File: src/rtl/core/apl_pkg.sv
`default_nettype none

package apl_pkg;

   // result kinds
   localparam logic [1:0] KIND_TX     = 2'd0;
   localparam logic [1:0] KIND_ALARM  = 2'd1;
   localparam logic [1:0] KIND_NOTICE = 2'd2;
   localparam logic [1:0] KIND_CMD    = 2'd3;

   localparam logic [15:0] CRC_POLY      = 16'h1021;
   localparam logic [7:0]  SYNC0         = 8'hA5;
   localparam logic [7:0]  SYNC1         = 8'h53;
   localparam logic [7:0]  TYPE_ADDRESSED = 8'h1A;
   localparam logic [7:0]  TYPE_BROADCAST = 8'h1B;
   localparam logic [7:0]  TYPE_REPLY    = 8'h1C;
   localparam logic [7:0]  RESYNC_CODE   = 8'hE2;
   localparam logic [7:0]  BROADCAST_ADDR = 8'hFF;
   localparam logic [7:0]  STATION_RESET = 8'h0A;
   localparam logic [7:0]  CODE_RESYNC   = 8'd3;
   localparam logic [7:0]  ALARM_LO      = 8'd16;
   localparam logic [7:0]  ALARM_HI      = 8'd20;
   localparam logic [7:0]  FIELD_BASE    = 8'd10;
   localparam logic [7:0]  VALUE_POS     = 8'd21;
   localparam logic [7:0]  POS_MAX       = 8'hFF;

   localparam int unsigned QUEUE_DEPTH = 4;
   localparam int unsigned QPTR_W      = $clog2(QUEUE_DEPTH);
   localparam int unsigned QCNT_W      = $clog2(QUEUE_DEPTH + 1);

   // one unit of work handed from the front to the back
   typedef struct packed {
      logic [1:0]      kind;
      logic            alarm;
      logic [7:0]      code;
      logic [5:0][7:0] fields;
      logic [7:0]      dest;
      logic [7:0]      station;
      logic [7:0]      reply_code;
      logic [7:0]      tail;
      logic            accepted;
   } job_type;

   typedef struct packed {
      logic full;
      logic empty;
   } q_status_type;

   typedef struct packed {
      logic [1:0] kind;
      logic [7:0] tx_byte;
      logic       last;
      logic [7:0] event_code;
      logic [7:0] panel;
      logic [7:0] loop_number;
      logic [7:0] zone;
      logic [7:0] element;
      logic [7:0] element_type;
      logic [7:0] value;
      logic       cmd_accepted;
   } rsp_type;

   // CRC-16/XMODEM, one byte
   function automatic logic [15:0] crc_byte(input logic [15:0] crc, input logic [7:0] b);
      logic [15:0] c;
      c = crc ^ {b, 8'h00};
      for (int i = 0; i < 8; i++) begin
         if (c[15]) begin
            c = {c[14:0], 1'b0} ^ CRC_POLY;
         end else begin
            c = {c[14:0], 1'b0};
         end
      end
      return c;
   endfunction

endpackage

`default_nettype wire

File: src/rtl/core/apl_if.sv
`default_nettype none

interface apl_req_if;
   logic       valid;
   logic       ready;
   logic       func;
   logic [7:0] rx_byte;
   logic [2:0] cmd;
   modport source (output valid, func, rx_byte, cmd, input ready);
   modport sink (input valid, func, rx_byte, cmd, output ready);
endinterface

interface apl_rsp_if;
   logic       valid;
   logic       ready;
   logic [1:0] kind;
   logic [7:0] tx_byte;
   logic       last;
   logic [7:0] event_code;
   logic [7:0] panel;
   logic [7:0] loop_number;
   logic [7:0] zone;
   logic [7:0] element;
   logic [7:0] element_type;
   logic [7:0] value;
   logic       cmd_accepted;
   modport source (output valid, kind, tx_byte, last, event_code, panel, loop_number, zone,
                   element, element_type, value, cmd_accepted, input ready);
   modport sink (input valid, kind, tx_byte, last, event_code, panel, loop_number, zone,
                 element, element_type, value, cmd_accepted, output ready);
endinterface

interface apl_csr_if;
   logic       valid;
   logic       ready;
   logic [7:0] data;
   modport source (output valid, data, input ready);
   modport sink (input valid, data, output ready);
endinterface

`default_nettype wire

File: src/rtl/core/apl_front.sv
`default_nettype none

module apl_front #(
   parameter int unsigned NUM_COMMANDS = 6
) (
   input  logic                  clock,
   input  logic                  reset,
   apl_req_if.sink               req,
   apl_csr_if.sink               csr,
   input  apl_pkg::q_status_type q_stat,
   output logic                  push,
   output apl_pkg::job_type      push_job
);
   import apl_pkg::*;

   logic [7:0]              station_ff;
   logic [7:0]              hs_ff [8];
   logic [7:0]              hs_in [8];
   logic [7:0]              crc_low_ff, crc_low_in;
   logic [15:0]             run_crc_ff, run_crc_in;
   logic [7:0]              pos_ff, pos_in;
   logic [7:0]              ext_ff, ext_in;
   logic [5:0][7:0]         fields_ff, fields_in;
   logic [NUM_COMMANDS-1:0] pend_ff, pend_in;
   logic                    phase_ff, phase_in;

   logic       accept;
   logic       finish;
   logic       ok;
   logic       accepted;
   logic       addressed;
   logic       broadcast;
   logic       resync;
   logic [7:0] sel;
   logic [7:0] code;

   assign accept    = req.valid && req.ready;
   assign req.ready = !q_stat.full;
   assign csr.ready = 1'b1;
   assign code      = hs_ff[6];

   always_comb begin
      hs_in      = hs_ff;
      crc_low_in = crc_low_ff;
      run_crc_in = run_crc_ff;
      pos_in     = pos_ff;
      ext_in     = ext_ff;
      fields_in  = fields_ff;
      pend_in    = pend_ff;
      phase_in   = phase_ff;
      finish     = 1'b0;
      push       = 1'b0;
      push_job   = '0;
      ok         = hs_ff[0] == SYNC0 && hs_ff[1] == SYNC1 &&
                   {req.rx_byte, crc_low_ff} == run_crc_ff;
      accepted   = req.cmd != 3'd0 && 32'(req.cmd) < NUM_COMMANDS;
      addressed  = hs_ff[2] == station_ff && hs_ff[5] == TYPE_ADDRESSED;
      broadcast  = hs_ff[2] == BROADCAST_ADDR && hs_ff[5] == TYPE_BROADCAST;
      resync     = pend_ff[0] || code == CODE_RESYNC;

      sel = 8'd0;
      for (int i = NUM_COMMANDS - 1; i >= 1; i--) begin
         if (pend_ff[i]) begin
            sel = 8'(i);
         end
      end

      if (accept) begin
         if (req.func) begin
            push          = 1'b1;
            push_job.kind = KIND_CMD;
            push_job.accepted = accepted;
            for (int i = 1; i < NUM_COMMANDS; i++) begin
               if (accepted && 32'(req.cmd) == i) begin
                  pend_in[i] = 1'b1;
               end
            end
         end else if (phase_ff) begin
            // extension bytes: keep the offsets of interest
            for (int i = 0; i < 5; i++) begin
               if (pos_ff == FIELD_BASE + 8'(i)) begin
                  fields_in[i] = req.rx_byte;
               end
            end
            if (pos_ff == VALUE_POS) begin
               fields_in[5] = req.rx_byte;
            end
            if (pos_ff != POS_MAX) begin
               pos_in = pos_ff + 8'd1;
            end
            if (ext_ff != 8'd0) begin
               ext_in = ext_ff - 8'd1;
            end
            if (ext_in == 8'd0) begin
               phase_in = 1'b0;
               pos_in   = 8'd0;
               finish   = 1'b1;
            end
         end else if (pos_ff < 8'd8) begin
            hs_in[pos_ff[2:0]] = req.rx_byte;
            run_crc_in         = crc_byte(run_crc_ff, req.rx_byte);
            pos_in             = pos_ff + 8'd1;
         end else if (pos_ff == 8'd8) begin
            crc_low_in = req.rx_byte;
            pos_in     = 8'd9;
         end else begin
            run_crc_in = 16'd0;
            pos_in     = 8'd0;
            if (ok) begin
               ext_in = hs_ff[4];
               if (hs_ff[4] == 8'd0) begin
                  finish = 1'b1;
               end else begin
                  phase_in = 1'b1;
                  pos_in   = FIELD_BASE;
               end
            end
         end
      end

      if (finish) begin
         if (addressed) begin
            push            = 1'b1;
            push_job.kind   = KIND_TX;
            push_job.alarm  = code inside {[ALARM_LO:ALARM_HI]};
            push_job.code   = code;
            push_job.fields = fields_in;
            push_job.dest   = hs_ff[3];
            push_job.station = station_ff;
            push_job.tail   = hs_ff[7];
            if (resync) begin
               pend_in[0]          = 1'b0;
               push_job.reply_code = RESYNC_CODE;
            end else begin
               push_job.reply_code = sel;
               for (int i = 1; i < NUM_COMMANDS; i++) begin
                  if (sel == 8'(i)) begin
                     pend_in[i] = 1'b0;
                  end
               end
            end
         end else if (broadcast) begin
            push          = 1'b1;
            push_job.kind = KIND_NOTICE;
            push_job.code = code;
         end
      end
   end

   always_ff @(posedge clock) begin
      if (reset) begin
         station_ff <= STATION_RESET;
         crc_low_ff <= 8'd0;
         run_crc_ff <= 16'd0;
         pos_ff     <= 8'd0;
         ext_ff     <= 8'd0;
         pend_ff    <= '0;
         phase_ff   <= 1'b0;
      end else begin
         if (csr.valid && csr.ready) begin
            station_ff <= csr.data;
         end
         crc_low_ff <= crc_low_in;
         run_crc_ff <= run_crc_in;
         pos_ff     <= pos_in;
         ext_ff     <= ext_in;
         pend_ff    <= pend_in;
         phase_ff   <= phase_in;
      end
   end

   always_ff @(posedge clock) begin
      hs_ff     <= hs_in;
      fields_ff <= fields_in;
   end

endmodule

`default_nettype wire

File: src/rtl/core/apl_job_queue.sv
`default_nettype none

module apl_job_queue (
   input  logic                  clock,
   input  logic                  reset,
   input  logic                  push,
   input  apl_pkg::job_type      push_job,
   input  logic                  pop,
   output apl_pkg::job_type      head_job,
   output apl_pkg::q_status_type q_stat
);
   import apl_pkg::*;

   job_type           mem_ff [QUEUE_DEPTH];
   logic [QPTR_W-1:0] wr_ff, wr_in;
   logic [QPTR_W-1:0] rd_ff, rd_in;
   logic [QCNT_W-1:0] cnt_ff, cnt_in;

   assign head_job     = mem_ff[rd_ff];
   assign q_stat.full  = cnt_ff == QCNT_W'(QUEUE_DEPTH);
   assign q_stat.empty = cnt_ff == '0;

   always_comb begin
      wr_in  = wr_ff;
      rd_in  = rd_ff;
      cnt_in = cnt_ff;
      if (push) begin
         wr_in = (wr_ff == QPTR_W'(QUEUE_DEPTH - 1)) ? '0 : wr_ff + 1'b1;
      end
      if (pop) begin
         rd_in = (rd_ff == QPTR_W'(QUEUE_DEPTH - 1)) ? '0 : rd_ff + 1'b1;
      end
      if (push && !pop) begin
         cnt_in = cnt_ff + 1'b1;
      end else if (pop && !push) begin
         cnt_in = cnt_ff - 1'b1;
      end
   end

   always_ff @(posedge clock) begin
      if (reset) begin
         wr_ff  <= '0;
         rd_ff  <= '0;
         cnt_ff <= '0;
      end else begin
         wr_ff  <= wr_in;
         rd_ff  <= rd_in;
         cnt_ff <= cnt_in;
      end
   end

   always_ff @(posedge clock) begin
      if (push) begin
         mem_ff[wr_ff] <= push_job;
      end
   end

endmodule

`default_nettype wire

File: src/rtl/core/apl_back.sv
`default_nettype none

module apl_back (
   input  logic                  clock,
   input  logic                  reset,
   input  apl_pkg::job_type      head_job,
   input  apl_pkg::q_status_type q_stat,
   output logic                  pop,
   apl_rsp_if.source             rsp
);
   import apl_pkg::*;

   rsp_type     rsp_ff, rsp_in;
   logic        rsp_valid_ff, rsp_valid_in;
   logic [3:0]  idx_ff, idx_in;
   logic        alarm_done_ff, alarm_done_in;
   logic [15:0] crc_ff, crc_in;

   logic       adv;
   logic       fire;
   logic [7:0] b;

   assign adv  = !rsp_valid_ff || rsp.ready;
   assign fire = adv && !q_stat.empty;

   always_comb begin
      case (idx_ff)
         4'd0:    b = SYNC0;
         4'd1:    b = SYNC1;
         4'd2:    b = head_job.dest;
         4'd3:    b = head_job.station;
         4'd4:    b = 8'h00;
         4'd5:    b = TYPE_REPLY;
         4'd6:    b = head_job.reply_code;
         4'd7:    b = head_job.tail;
         4'd8:    b = crc_ff[7:0];
         4'd9:    b = crc_ff[15:8];
         default: b = 8'h00;
      endcase
   end

   always_comb begin
      rsp_in        = rsp_ff;
      rsp_valid_in  = rsp_valid_ff;
      idx_in        = idx_ff;
      alarm_done_in = alarm_done_ff;
      crc_in        = crc_ff;
      pop           = 1'b0;
      if (adv) begin
         rsp_valid_in = fire;
      end
      if (fire) begin
         rsp_in      = '0;
         rsp_in.kind = head_job.kind;
         if (head_job.kind == KIND_CMD) begin
            rsp_in.last         = 1'b1;
            rsp_in.cmd_accepted = head_job.accepted;
            pop                 = 1'b1;
         end else if (head_job.kind == KIND_NOTICE) begin
            rsp_in.last       = 1'b1;
            rsp_in.event_code = head_job.code;
            pop               = 1'b1;
         end else if (head_job.alarm && !alarm_done_ff) begin
            rsp_in.kind         = KIND_ALARM;
            rsp_in.event_code   = head_job.code;
            rsp_in.panel        = head_job.fields[0];
            rsp_in.loop_number  = head_job.fields[1];
            rsp_in.zone         = head_job.fields[2];
            rsp_in.element      = head_job.fields[3];
            rsp_in.element_type = head_job.fields[4];
            rsp_in.value        = head_job.fields[5];
            alarm_done_in       = 1'b1;
         end else begin
            rsp_in.kind    = KIND_TX;
            rsp_in.tx_byte = b;
            if (idx_ff < 4'd8) begin
               crc_in = crc_byte(crc_ff, b);
            end
            if (idx_ff == 4'd9) begin
               rsp_in.last   = 1'b1;
               pop           = 1'b1;
               idx_in        = 4'd0;
               alarm_done_in = 1'b0;
               crc_in        = 16'd0;
            end else begin
               idx_in = idx_ff + 4'd1;
            end
         end
      end
   end

   always_ff @(posedge clock) begin
      if (reset) begin
         rsp_valid_ff  <= 1'b0;
         idx_ff        <= 4'd0;
         alarm_done_ff <= 1'b0;
         crc_ff        <= 16'd0;
      end else begin
         rsp_valid_ff  <= rsp_valid_in;
         idx_ff        <= idx_in;
         alarm_done_ff <= alarm_done_in;
         crc_ff        <= crc_in;
      end
   end

   always_ff @(posedge clock) begin
      rsp_ff <= rsp_in;
   end

   assign rsp.valid        = rsp_valid_ff;
   assign rsp.kind         = rsp_ff.kind;
   assign rsp.tx_byte      = rsp_ff.tx_byte;
   assign rsp.last         = rsp_ff.last;
   assign rsp.event_code   = rsp_ff.event_code;
   assign rsp.panel        = rsp_ff.panel;
   assign rsp.loop_number  = rsp_ff.loop_number;
   assign rsp.zone         = rsp_ff.zone;
   assign rsp.element      = rsp_ff.element;
   assign rsp.element_type = rsp_ff.element_type;
   assign rsp.value        = rsp_ff.value;
   assign rsp.cmd_accepted = rsp_ff.cmd_accepted;

endmodule

`default_nettype wire

File: src/rtl/core/alarm_panel_link_responder.sv
// Throughput: the front takes one word per cycle unless the job queue is full; results of a
//   word pass through the queue and the back's output register. The back sends one result per
//   cycle while rsp_bus is ready: 10 for a replied frame (11 with an alarm report), else one.
// A 4-entry job queue between them sets how far the front runs ahead of a stalled back.
// Reset: synchronous, active high; clears parser, pending commands, queue and output valid,
//   and loads the station address with 0x0A. Ready from the first cycle after reset drops.
`default_nettype none

module alarm_panel_link_responder #(
   parameter int unsigned NUM_COMMANDS = 6
) (
   input  logic      clock,
   input  logic      reset,
   apl_req_if.sink   req_bus,
   apl_rsp_if.source rsp_bus,
   apl_csr_if.sink   csr_bus
);
   import apl_pkg::*;

   // front to queue
   logic         q_push;
   job_type      q_push_job;
   // queue to back
   logic         q_pop;
   job_type      q_head_job;
   q_status_type q_stat;

   // Front: parse the byte stream, check sync and CRC, walk the extension and
   // decide the reply code at the end of each frame. Command requests update
   // the pending flags here, so their order against frames is kept exactly.
   apl_front #(
      .NUM_COMMANDS(NUM_COMMANDS)
   ) u_front (
      .clock    (clock),
      .reset    (reset),
      .req      (req_bus),
      .csr      (csr_bus),
      .q_stat   (q_stat),
      .push     (q_push),
      .push_job (q_push_job)
   );

   // Queue: hold finished jobs while the back drains a reply burst.
   apl_job_queue u_queue (
      .clock    (clock),
      .reset    (reset),
      .push     (q_push),
      .push_job (q_push_job),
      .pop      (q_pop),
      .head_job (q_head_job),
      .q_stat   (q_stat)
   );

   // Back: expand each job into its result words, computing the reply CRC
   // one byte per cycle as the reply goes out, unless rsp_bus stalls it.
   apl_back u_back (
      .clock    (clock),
      .reset    (reset),
      .head_job (q_head_job),
      .q_stat   (q_stat),
      .pop      (q_pop),
      .rsp      (rsp_bus)
   );

`ifndef SYNTHESIS
   a_no_overflow: assert property (@(posedge clock) disable iff (reset)
      q_push |-> !q_stat.full)
      else $error("job pushed into a full queue");

   a_full_stalls: assert property (@(posedge clock) disable iff (reset)
      q_stat.full |-> !req_bus.ready)
      else $error("input ready while job queue is full");

   a_single_last: assert property (@(posedge clock) disable iff (reset)
      rsp_bus.valid && (rsp_bus.kind == KIND_CMD || rsp_bus.kind == KIND_NOTICE)
      |-> rsp_bus.last)
      else $error("single-result word without last");

   a_alarm_not_last: assert property (@(posedge clock) disable iff (reset)
      rsp_bus.valid && rsp_bus.kind == KIND_ALARM |-> !rsp_bus.last)
      else $error("alarm report marked last");
`endif

endmodule

`default_nettype wire

File: src/flat_wrapper.sv
// flat-port wrapper written by rule: the top's interface ports become plain ports
module alarm_panel_link_responder_flat import apl_pkg::*;
#(
   parameter int unsigned NUM_COMMANDS = 6
)
  (clock, reset, req_bus_valid, req_bus_func, req_bus_rx_byte, req_bus_cmd, req_bus_ready, rsp_bus_valid, rsp_bus_kind, rsp_bus_tx_byte, rsp_bus_last, rsp_bus_event_code, rsp_bus_panel, rsp_bus_loop_number, rsp_bus_zone, rsp_bus_element, rsp_bus_element_type, rsp_bus_value, rsp_bus_cmd_accepted, rsp_bus_ready, csr_bus_valid, csr_bus_data, csr_bus_ready);
  apl_req_if req_bus_i ();
  apl_rsp_if rsp_bus_i ();
  apl_csr_if csr_bus_i ();
  input  logic clock;
  input  logic reset;
  input wire logic [$bits(req_bus_i.valid)-1:0] req_bus_valid;
  input wire logic [$bits(req_bus_i.func)-1:0] req_bus_func;
  input wire logic [$bits(req_bus_i.rx_byte)-1:0] req_bus_rx_byte;
  input wire logic [$bits(req_bus_i.cmd)-1:0] req_bus_cmd;
  output wire logic [$bits(req_bus_i.ready)-1:0] req_bus_ready;
  output wire logic [$bits(rsp_bus_i.valid)-1:0] rsp_bus_valid;
  output wire logic [$bits(rsp_bus_i.kind)-1:0] rsp_bus_kind;
  output wire logic [$bits(rsp_bus_i.tx_byte)-1:0] rsp_bus_tx_byte;
  output wire logic [$bits(rsp_bus_i.last)-1:0] rsp_bus_last;
  output wire logic [$bits(rsp_bus_i.event_code)-1:0] rsp_bus_event_code;
  output wire logic [$bits(rsp_bus_i.panel)-1:0] rsp_bus_panel;
  output wire logic [$bits(rsp_bus_i.loop_number)-1:0] rsp_bus_loop_number;
  output wire logic [$bits(rsp_bus_i.zone)-1:0] rsp_bus_zone;
  output wire logic [$bits(rsp_bus_i.element)-1:0] rsp_bus_element;
  output wire logic [$bits(rsp_bus_i.element_type)-1:0] rsp_bus_element_type;
  output wire logic [$bits(rsp_bus_i.value)-1:0] rsp_bus_value;
  output wire logic [$bits(rsp_bus_i.cmd_accepted)-1:0] rsp_bus_cmd_accepted;
  input wire logic [$bits(rsp_bus_i.ready)-1:0] rsp_bus_ready;
  input wire logic [$bits(csr_bus_i.valid)-1:0] csr_bus_valid;
  input wire logic [$bits(csr_bus_i.data)-1:0] csr_bus_data;
  output wire logic [$bits(csr_bus_i.ready)-1:0] csr_bus_ready;
  assign req_bus_i.valid = req_bus_valid;
  assign req_bus_i.func = req_bus_func;
  assign req_bus_i.rx_byte = req_bus_rx_byte;
  assign req_bus_i.cmd = req_bus_cmd;
  assign req_bus_ready = req_bus_i.ready;
  assign rsp_bus_valid = rsp_bus_i.valid;
  assign rsp_bus_kind = rsp_bus_i.kind;
  assign rsp_bus_tx_byte = rsp_bus_i.tx_byte;
  assign rsp_bus_last = rsp_bus_i.last;
  assign rsp_bus_event_code = rsp_bus_i.event_code;
  assign rsp_bus_panel = rsp_bus_i.panel;
  assign rsp_bus_loop_number = rsp_bus_i.loop_number;
  assign rsp_bus_zone = rsp_bus_i.zone;
  assign rsp_bus_element = rsp_bus_i.element;
  assign rsp_bus_element_type = rsp_bus_i.element_type;
  assign rsp_bus_value = rsp_bus_i.value;
  assign rsp_bus_cmd_accepted = rsp_bus_i.cmd_accepted;
  assign rsp_bus_i.ready = rsp_bus_ready;
  assign csr_bus_i.valid = csr_bus_valid;
  assign csr_bus_i.data = csr_bus_data;
  assign csr_bus_ready = csr_bus_i.ready;
  alarm_panel_link_responder #(.NUM_COMMANDS(NUM_COMMANDS)) u_core (.clock(clock), .reset(reset), .req_bus(req_bus_i), .rsp_bus(rsp_bus_i), .csr_bus(csr_bus_i));
endmodule
File: config.mk
export PLATFORM = sky130hd
export DESIGN_NAME = alarm_panel_link_responder_flat
export DESIGN_NICKNAME = d
export VERILOG_FILES = /design/src/rtl/core/apl_pkg.sv /design/src/rtl/core/apl_if.sv /design/src/rtl/core/apl_front.sv /design/src/rtl/core/apl_job_queue.sv /design/src/rtl/core/apl_back.sv /design/src/rtl/core/alarm_panel_link_responder.sv /design/src/flat_wrapper.sv
export SDC_FILE = /design/constraint.sdc
export NUM_CORES = 1
export LEC_CHECK = 0
export ABC_CLOCK_PERIOD_IN_PS = 6900
export BUFFER_PORTS_ARGS = -buffer_cell sky130_fd_sc_hd__buf_4
export CAP_MARGIN = 0
export CELL_PAD_IN_SITES_DETAIL_PLACEMENT = 2
export CELL_PAD_IN_SITES_GLOBAL_PLACEMENT = 2
export CORE_MARGIN = 2
export CORE_UTILIZATION = 25
export CTS_BUF_LIST = sky130_fd_sc_hd__clkbuf_4 sky130_fd_sc_hd__clkbuf_8 sky130_fd_sc_hd__clkbuf_16
export DETAILED_ROUTE_END_ITERATION = 10
export GPL_TIMING_DRIVEN = 1
export PLACE_DENSITY = 0.46
export REMOVE_ABC_BUFFERS = 1
export SLEW_MARGIN = 40
export SYNTH_ARGS = -nofsm -noshare
export SYNTH_HDL_FRONTEND = slang
export SYNTH_SLANG_ARGS = --single-unit
File: constraint.sdc
create_clock -name clock -period 6.9 [get_ports clock]
set_input_delay 1.38 -clock clock [delete_from_list [all_inputs] [get_ports clock]]
set_output_delay 1.38 -clock clock [all_outputs]
set_load 0.01 [all_outputs]
# --- Word-level counts from Yosys, hierarchy flattened ---
# Memory sizes are Yosys's and may differ from the RTL's. A register that Yosys moved wholly into a read port is not among the register bits.
# Index checks and enable logic that the tools add are counted.
totals:
  n_memories: 1
  latchBits: 0
  in_bits: 25
  output_inout_bits: 71
  wordCells: 352
  ramBits: 368
  register_bits: 263
  mem_bits_ro: 0
memory_table:
  columns: ["name", "depth", "width", "read_ports", "rd_ports_with_merged_regs", "wr", "line", "text"]
  rows:
  - ["u_core.u_queue.mem_ff", 4, 92, 1, 1, 1, "apl_job_queue.sv:14", "job_type mem_ff [QUEUE_DEPTH];"]
op_classes:
  reduce_logical: 46
  order_cmp: 7
  mul: 0
  add_sub_neg: 7
  n_shift: 0
  n_div: 0
  muxes: 184
  n_bitwise: 25
  n_eq_ne: 43
ops:
  columns: ["cell", "n"]
  rows:
  - ["16-bit 2-to-1 mux", 67]
  - ["13-bit 2-to-1 mux", 16]
  - ["8-bit 2-to-1 mux", 26]
  - ["48-bit 2-to-1 mux", 3]
  - ["91-bit 2-to-1 mux", 1]
  - ["80-bit 2-to-1 mux", 1]
  - ["8-bit case mux with 9 select lines", 1]
  - ["64-bit bitwise mux", 1]
  - ["56-bit 2-to-1 mux", 1]
  - ["8-bit by 4-bit == test with 1-bit output (second input constant)", 6]
  - ["3-bit NOT", 16]
  - ["1-bit 2-to-1 mux", 42]
  - ["16-bit bitwise XOR", 2]
  - ["8-bit demux with 3-bit select", 1]
  - ["8-bit by 2-bit == test with 1-bit output (second input constant)", 3]
  - ["8-bit by 5-bit == test with 1-bit output (second input constant)", 3]
  - ["10-bit 2-to-1 mux", 2]
  - ["1-bit logical AND", 17]
  - ["16-bit == test", 1]
  - ["8-bit by 3-bit == test with 1-bit output (second input constant)", 2]
  - ["8-bit == test (second input constant)", 2]
  - ["8-bit zero test", 2]
  - ["2-bit 2-to-1 mux", 8]
  - ["4-bit 2-to-1 mux", 4]
  - ["46 further kinds", 84]

# --- Depth between registers and ports, before layout ---
logic_depth:
  word_depth: 56
  depth_mapped: 15
  depth_no_buf: 13

# --- By module ---
# A second synthesis with hierarchy kept.
hier_totals:
  cells_unflattened: 1578
  area_unflattened_um2: 25687.1
modules_own_cells:
  columns: ["module", "cells_each", "seq_area_each_um2", "area_per_inst_um2", "instances"]
  rows:
  - ["apl_job_queue", 524, 11230.8, 13716.9, 1]
  - ["apl_front", 705, 3963.8, 7797.5, 1]
  - ["apl_back", 349, 2482.4, 4172.8, 1]

# --- Worst setup path before layout ---
# No wires, ideal clock.
synth_timing:
  path_type: "input to register"
  startpoint: "in req_bus_rx_byte[7]"
  endpoint: "mem u_core.u_queue.mem_ff[0][0] (netlist bit) (enable)"
  setup_time_ps: 456
  n_path_buf: 2
  stages: 8
  t_required_ps: 6444
  arrival_time_ps: 4910
  setup_slack_ps: 1534
  path_cell_list: "clkbuf_1 xor2_1 nor4_1 nand4_1 nor4_1 o31a_1 clkbuf_1 and2_1"
synth_via:
  elab_chain_len: 11
synth_lines:
  columns: ["item", "line", "text"]
  rows:
  - ["start, declared", "flat_wrapper.sv:14", "input wire logic [$bits(req_bus_i.rx_byte)-1:0] req_bus_rx_byte;"]
  - ["16-bit == test", "apl_front.sv:55", "{req.rx_byte, crc_low_ff} == run_crc_ff;"]
  - ["1-bit logical AND", "apl_front.sv:54", "ok = hs_ff[0] == SYNC0 && hs_ff[1] == SYNC1 &&"]
  - ["1-bit 2-to-1 mux", "apl_front.sv:109", "if (ok) begin"]
  - ["1-bit 2-to-1 mux", "apl_front.sv:103", "end else if (pos_ff == 8'd8) begin"]
  - ["1-bit 2-to-1 mux", "apl_front.sv:99", "end else if (pos_ff < 8'd8) begin"]
  - ["1-bit 2-to-1 mux", "apl_front.sv:78", "end else if (phase_ff) begin"]
  - ["1-bit 2-to-1 mux", "apl_front.sv:69", "if (req.func) begin"]
  - ["1-bit 2-to-1 mux", "apl_front.sv:68", "if (accept) begin"]
  - ["1-bit 2-to-1 mux", "apl_front.sv:121", "if (finish) begin"]
  - ["via u_core.q_push", "alarm_panel_link_responder.sv:21", "logic q_push;"]
  - ["1-bit 2-to-1 mux", "apl_job_queue.sv:53", "if (push) begin"]
  - ["1-bit 2-to-1 mux (not written as such)", "apl_job_queue.sv:54", "mem_ff[wr_ff] <= push_job;"]
  - ["end, declared", "apl_job_queue.sv:14", null]
# The timed path passes the listed nets, and every way through them passes these cells.

==> impl_metrics.env <==
export IMPL_status="finished clean"
export IMPL_ys_flop_type="edfxtp_1"
export IMPL_boundaryPins=96
export IMPL_cts_tree="built"
export IMPL_drc=0
export IMPL_root_buffer="clkbuf_16"
export IMPL_required_ns=7.31
export IMPL_drtPass1Iterations=4
export IMPL_portBuffers=94
export IMPL_worst_slack_ns=2.46
export IMPL_htreeDepth=3
export IMPL_synth_edf_count=484
export IMPL_vias=13500
export IMPL_path_class="input pin to register"
export IMPL_n_fill_cell=10100
export IMPL_r2r_setup_slack_ns=2.49
export IMPL_async_flop_share=0
export IMPL_final_seq_area_um2=17200
export IMPL_reg2reg_from="u_core.u_front.hs_ff[60]"
export IMPL_final_cell_mix="484 x edfxtp_1, 131 x dfxtp_1, 114 x buf_4"
export IMPL_grtUsageTotal=0.137
export IMPL_antenna_found_initial=5
export IMPL_cts_buffers=76
export IMPL_crit_family="simple AND/OR/NAND/NOR gates"
export IMPL_grt_max_degree=52
export IMPL_grt_pass1_vias=15500
export IMPL_vdd_ir_drop_max_uv=161
export IMPL_die_h_um=318
export IMPL_num_rows=115
export IMPL_viasPerCell=4.47
export IMPL_fin_crit_sh=0.644
export IMPL_start_util=0.252
export IMPL_post_cts_buffers=0
export IMPL_p_per_area_nw_per_um2=360
export IMPL_wl_per_cell_um=22.7
export IMPL_slew_headroom=0.458
export IMPL_syn_area_per_cell_um2=15.8
export IMPL_rsz0062_at_grt="no"
export IMPL_cap_violations=0
export IMPL_min_path_type="register to register"
export IMPL_arrival_ns=4.85
export IMPL_crit_buf_inv=2
export IMPL_syn_inst=1564
export IMPL_ys_types=67
export IMPL_multi_input_comb_area_um2=6970
export IMPL_synth_area_um2=24700
export IMPL_startpoint="req_bus_rx_byte[4]"
export IMPL_dp_hpwl_um=44500
export IMPL_die_w_um=318
export IMPL_slowest_delay_ns=0.56
export IMPL_drtIter0Drc=639
export IMPL_overflow=0
export IMPL_ys_seq_elements=617
export IMPL_grt_pass1_wl_um=103000
export IMPL_endpoint_kind="register"
export IMPL_cpMaxStageDelayCell="or4b_1"
export IMPL_cts_resized=0
export IMPL_seq_area_frac_synth=0.698
export IMPL_hold_viol=0
export IMPL_coreArea_um2=98000
export IMPL_place_gp_congestion=0.689
export IMPL_ant_nets=0
export IMPL_synth_yosys_warnings=0
export IMPL_dieArea_um2=101000
export IMPL_setup_viol=0
export IMPL_area_growth_pct=19.1
export IMPL_cts_sinks=617
export IMPL_cts_buffer_depth=3
export IMPL_fmax_ghz=0.225
export IMPL_hp_start="u_core.u_front.fields_ff[22]"
export IMPL_worst_pin_slew_ns=0.806
export IMPL_power_leakage_nw=9.82
export IMPL_start_kind="input pin"
export IMPL_final_common_cell="edfxtp_1"
export IMPL_worstPathCellList="buf_4, xor2_4, or4b_1, or4b_1, or4_1, a211o_4, buf_4, nor2b_1"
export IMPL_nets=1718
export IMPL_fin_skew_ns=0.0229
export IMPL_cp_max_fo=51
export IMPL_ctsHoldBuffers=0
export IMPL_drive_above_1_share=0.234
export IMPL_finalWirelength_um=68800
export IMPL_slew_violations=0
export IMPL_fin_crit_ns=4.44
export IMPL_place_ws_ns=1.63
export IMPL_clk_latency_ns=0.62
export IMPL_cts_clk_slew_worst_paths_ns=0.05
export IMPL_tns_ns=0
==> worst paths after layout <==
path	end	depth (start not counted)
min reg2reg	u_core.u_front.fields_ff[22]	1
max reg2reg	u_core.u_queue.cnt_ff[2]	11
min	u_core.u_front.fields_ff[22]	1
max	u_core.u_queue.mem_ff[1][60]	8
==> per-layer routing <==
layer,global-route usage,wire length [um],up-vias
met1,0.173,30500,7123
met2,0.238,34400,171
li1,-,-,6140
met5,0,0,-
met4,0.0402,1730,0
met3,0.0236,2180,102
==> area by class of cell <==
| type | instances | area share |
|---|---|---|
| Clock buffer | 100 | 0.0725 |
| Antenna cell | 2 | 0.000170 |
| Tap cell | 1287 | 0.0548 |
| Sequential cell | 617 | 0.586 |
| Multi-Input combinational cell | 817 | 0.237 |
| Inverter | 49 | 0.00631 |
| Clock inverter | 34 | 0.00993 |
| Timing Repair Buffer | 120 | 0.0329 |
==> synthesized netlist by cell type, types with 23 or more instances <==
| library cell | count | area, um^2 |
|---|---|---|
| a22oi_1 | 29 | 218 |
| clkbuf_1 | 57 | 214 |
| xor2_1 | 34 | 298 |
| nor2b_1 | 107 | 669 |
| nand2_1 | 65 | 244 |
| nand3_1 | 23 | 115 |
| edfxtp_1 | 484 | 14500 |
| inv_1 | 49 | 184 |
| mux4_2 | 88 | 1980 |
| o21ai_0 | 27 | 135 |
| mux2_2 | 52 | 586 |
| dfxtp_1 | 133 | 2660 |
| a21oi_1 | 25 | 125 |
| xnor2_1 | 31 | 272 |
| nor2_1 | 113 | 424 |
==> state kept, by name, summed over array words and instances (netlist names), 16 cells and up, named ones only <==
register and flops:
u_core.u_front.fields_ff 48, u_core.u_front.hs_ff 56, u_core.u_queue.mem_ff 352, u_core.u_back.crc_ff 16
u_core.u_front.run_crc_ff 16
==> where the power goes <==
group | leakage (nW) | switching [mW] | internal, mW
clock | 1.22 | 1.54 | 2.35
combinational | 3.10 | 1.09 | 0.993
sequential | 5.51 | 0.215 | 4.40
==> through the flow <==
step / hold slack [ns] / area, um^2 / utilization / std cells / total power, mW
finish: 0.467 / 29400 / 0.300 / 3026 / 10.6
global route: 0.488 / 29400 / 0.300 / 3024 / 11.1
CTS: 0.473 / 29300 / 0.300 / 3024 / 10.9
detailed placement: 0.457 / 26900 / 0.275 / 2890 / 6.89
global placement: 0.453 / 26900 / 0.274 / 2889 / 6.85
floorplan: 0.437 / 24300 / - / 1483 / 5.97
==> logic make-up after synthesis <==
family,count (synthesis),share of synthesized area
xor+xnor,73,0.0308
flops,617,0.698
other cells,1,0.000152
compound gates,145,0.0394
mux,160,0.112
fa+ha+maj,12,0.00640
simple gates,426,0.0920
buf+inv,130,0.0214
Note: power is estimated with default switching activity, not from simulation.
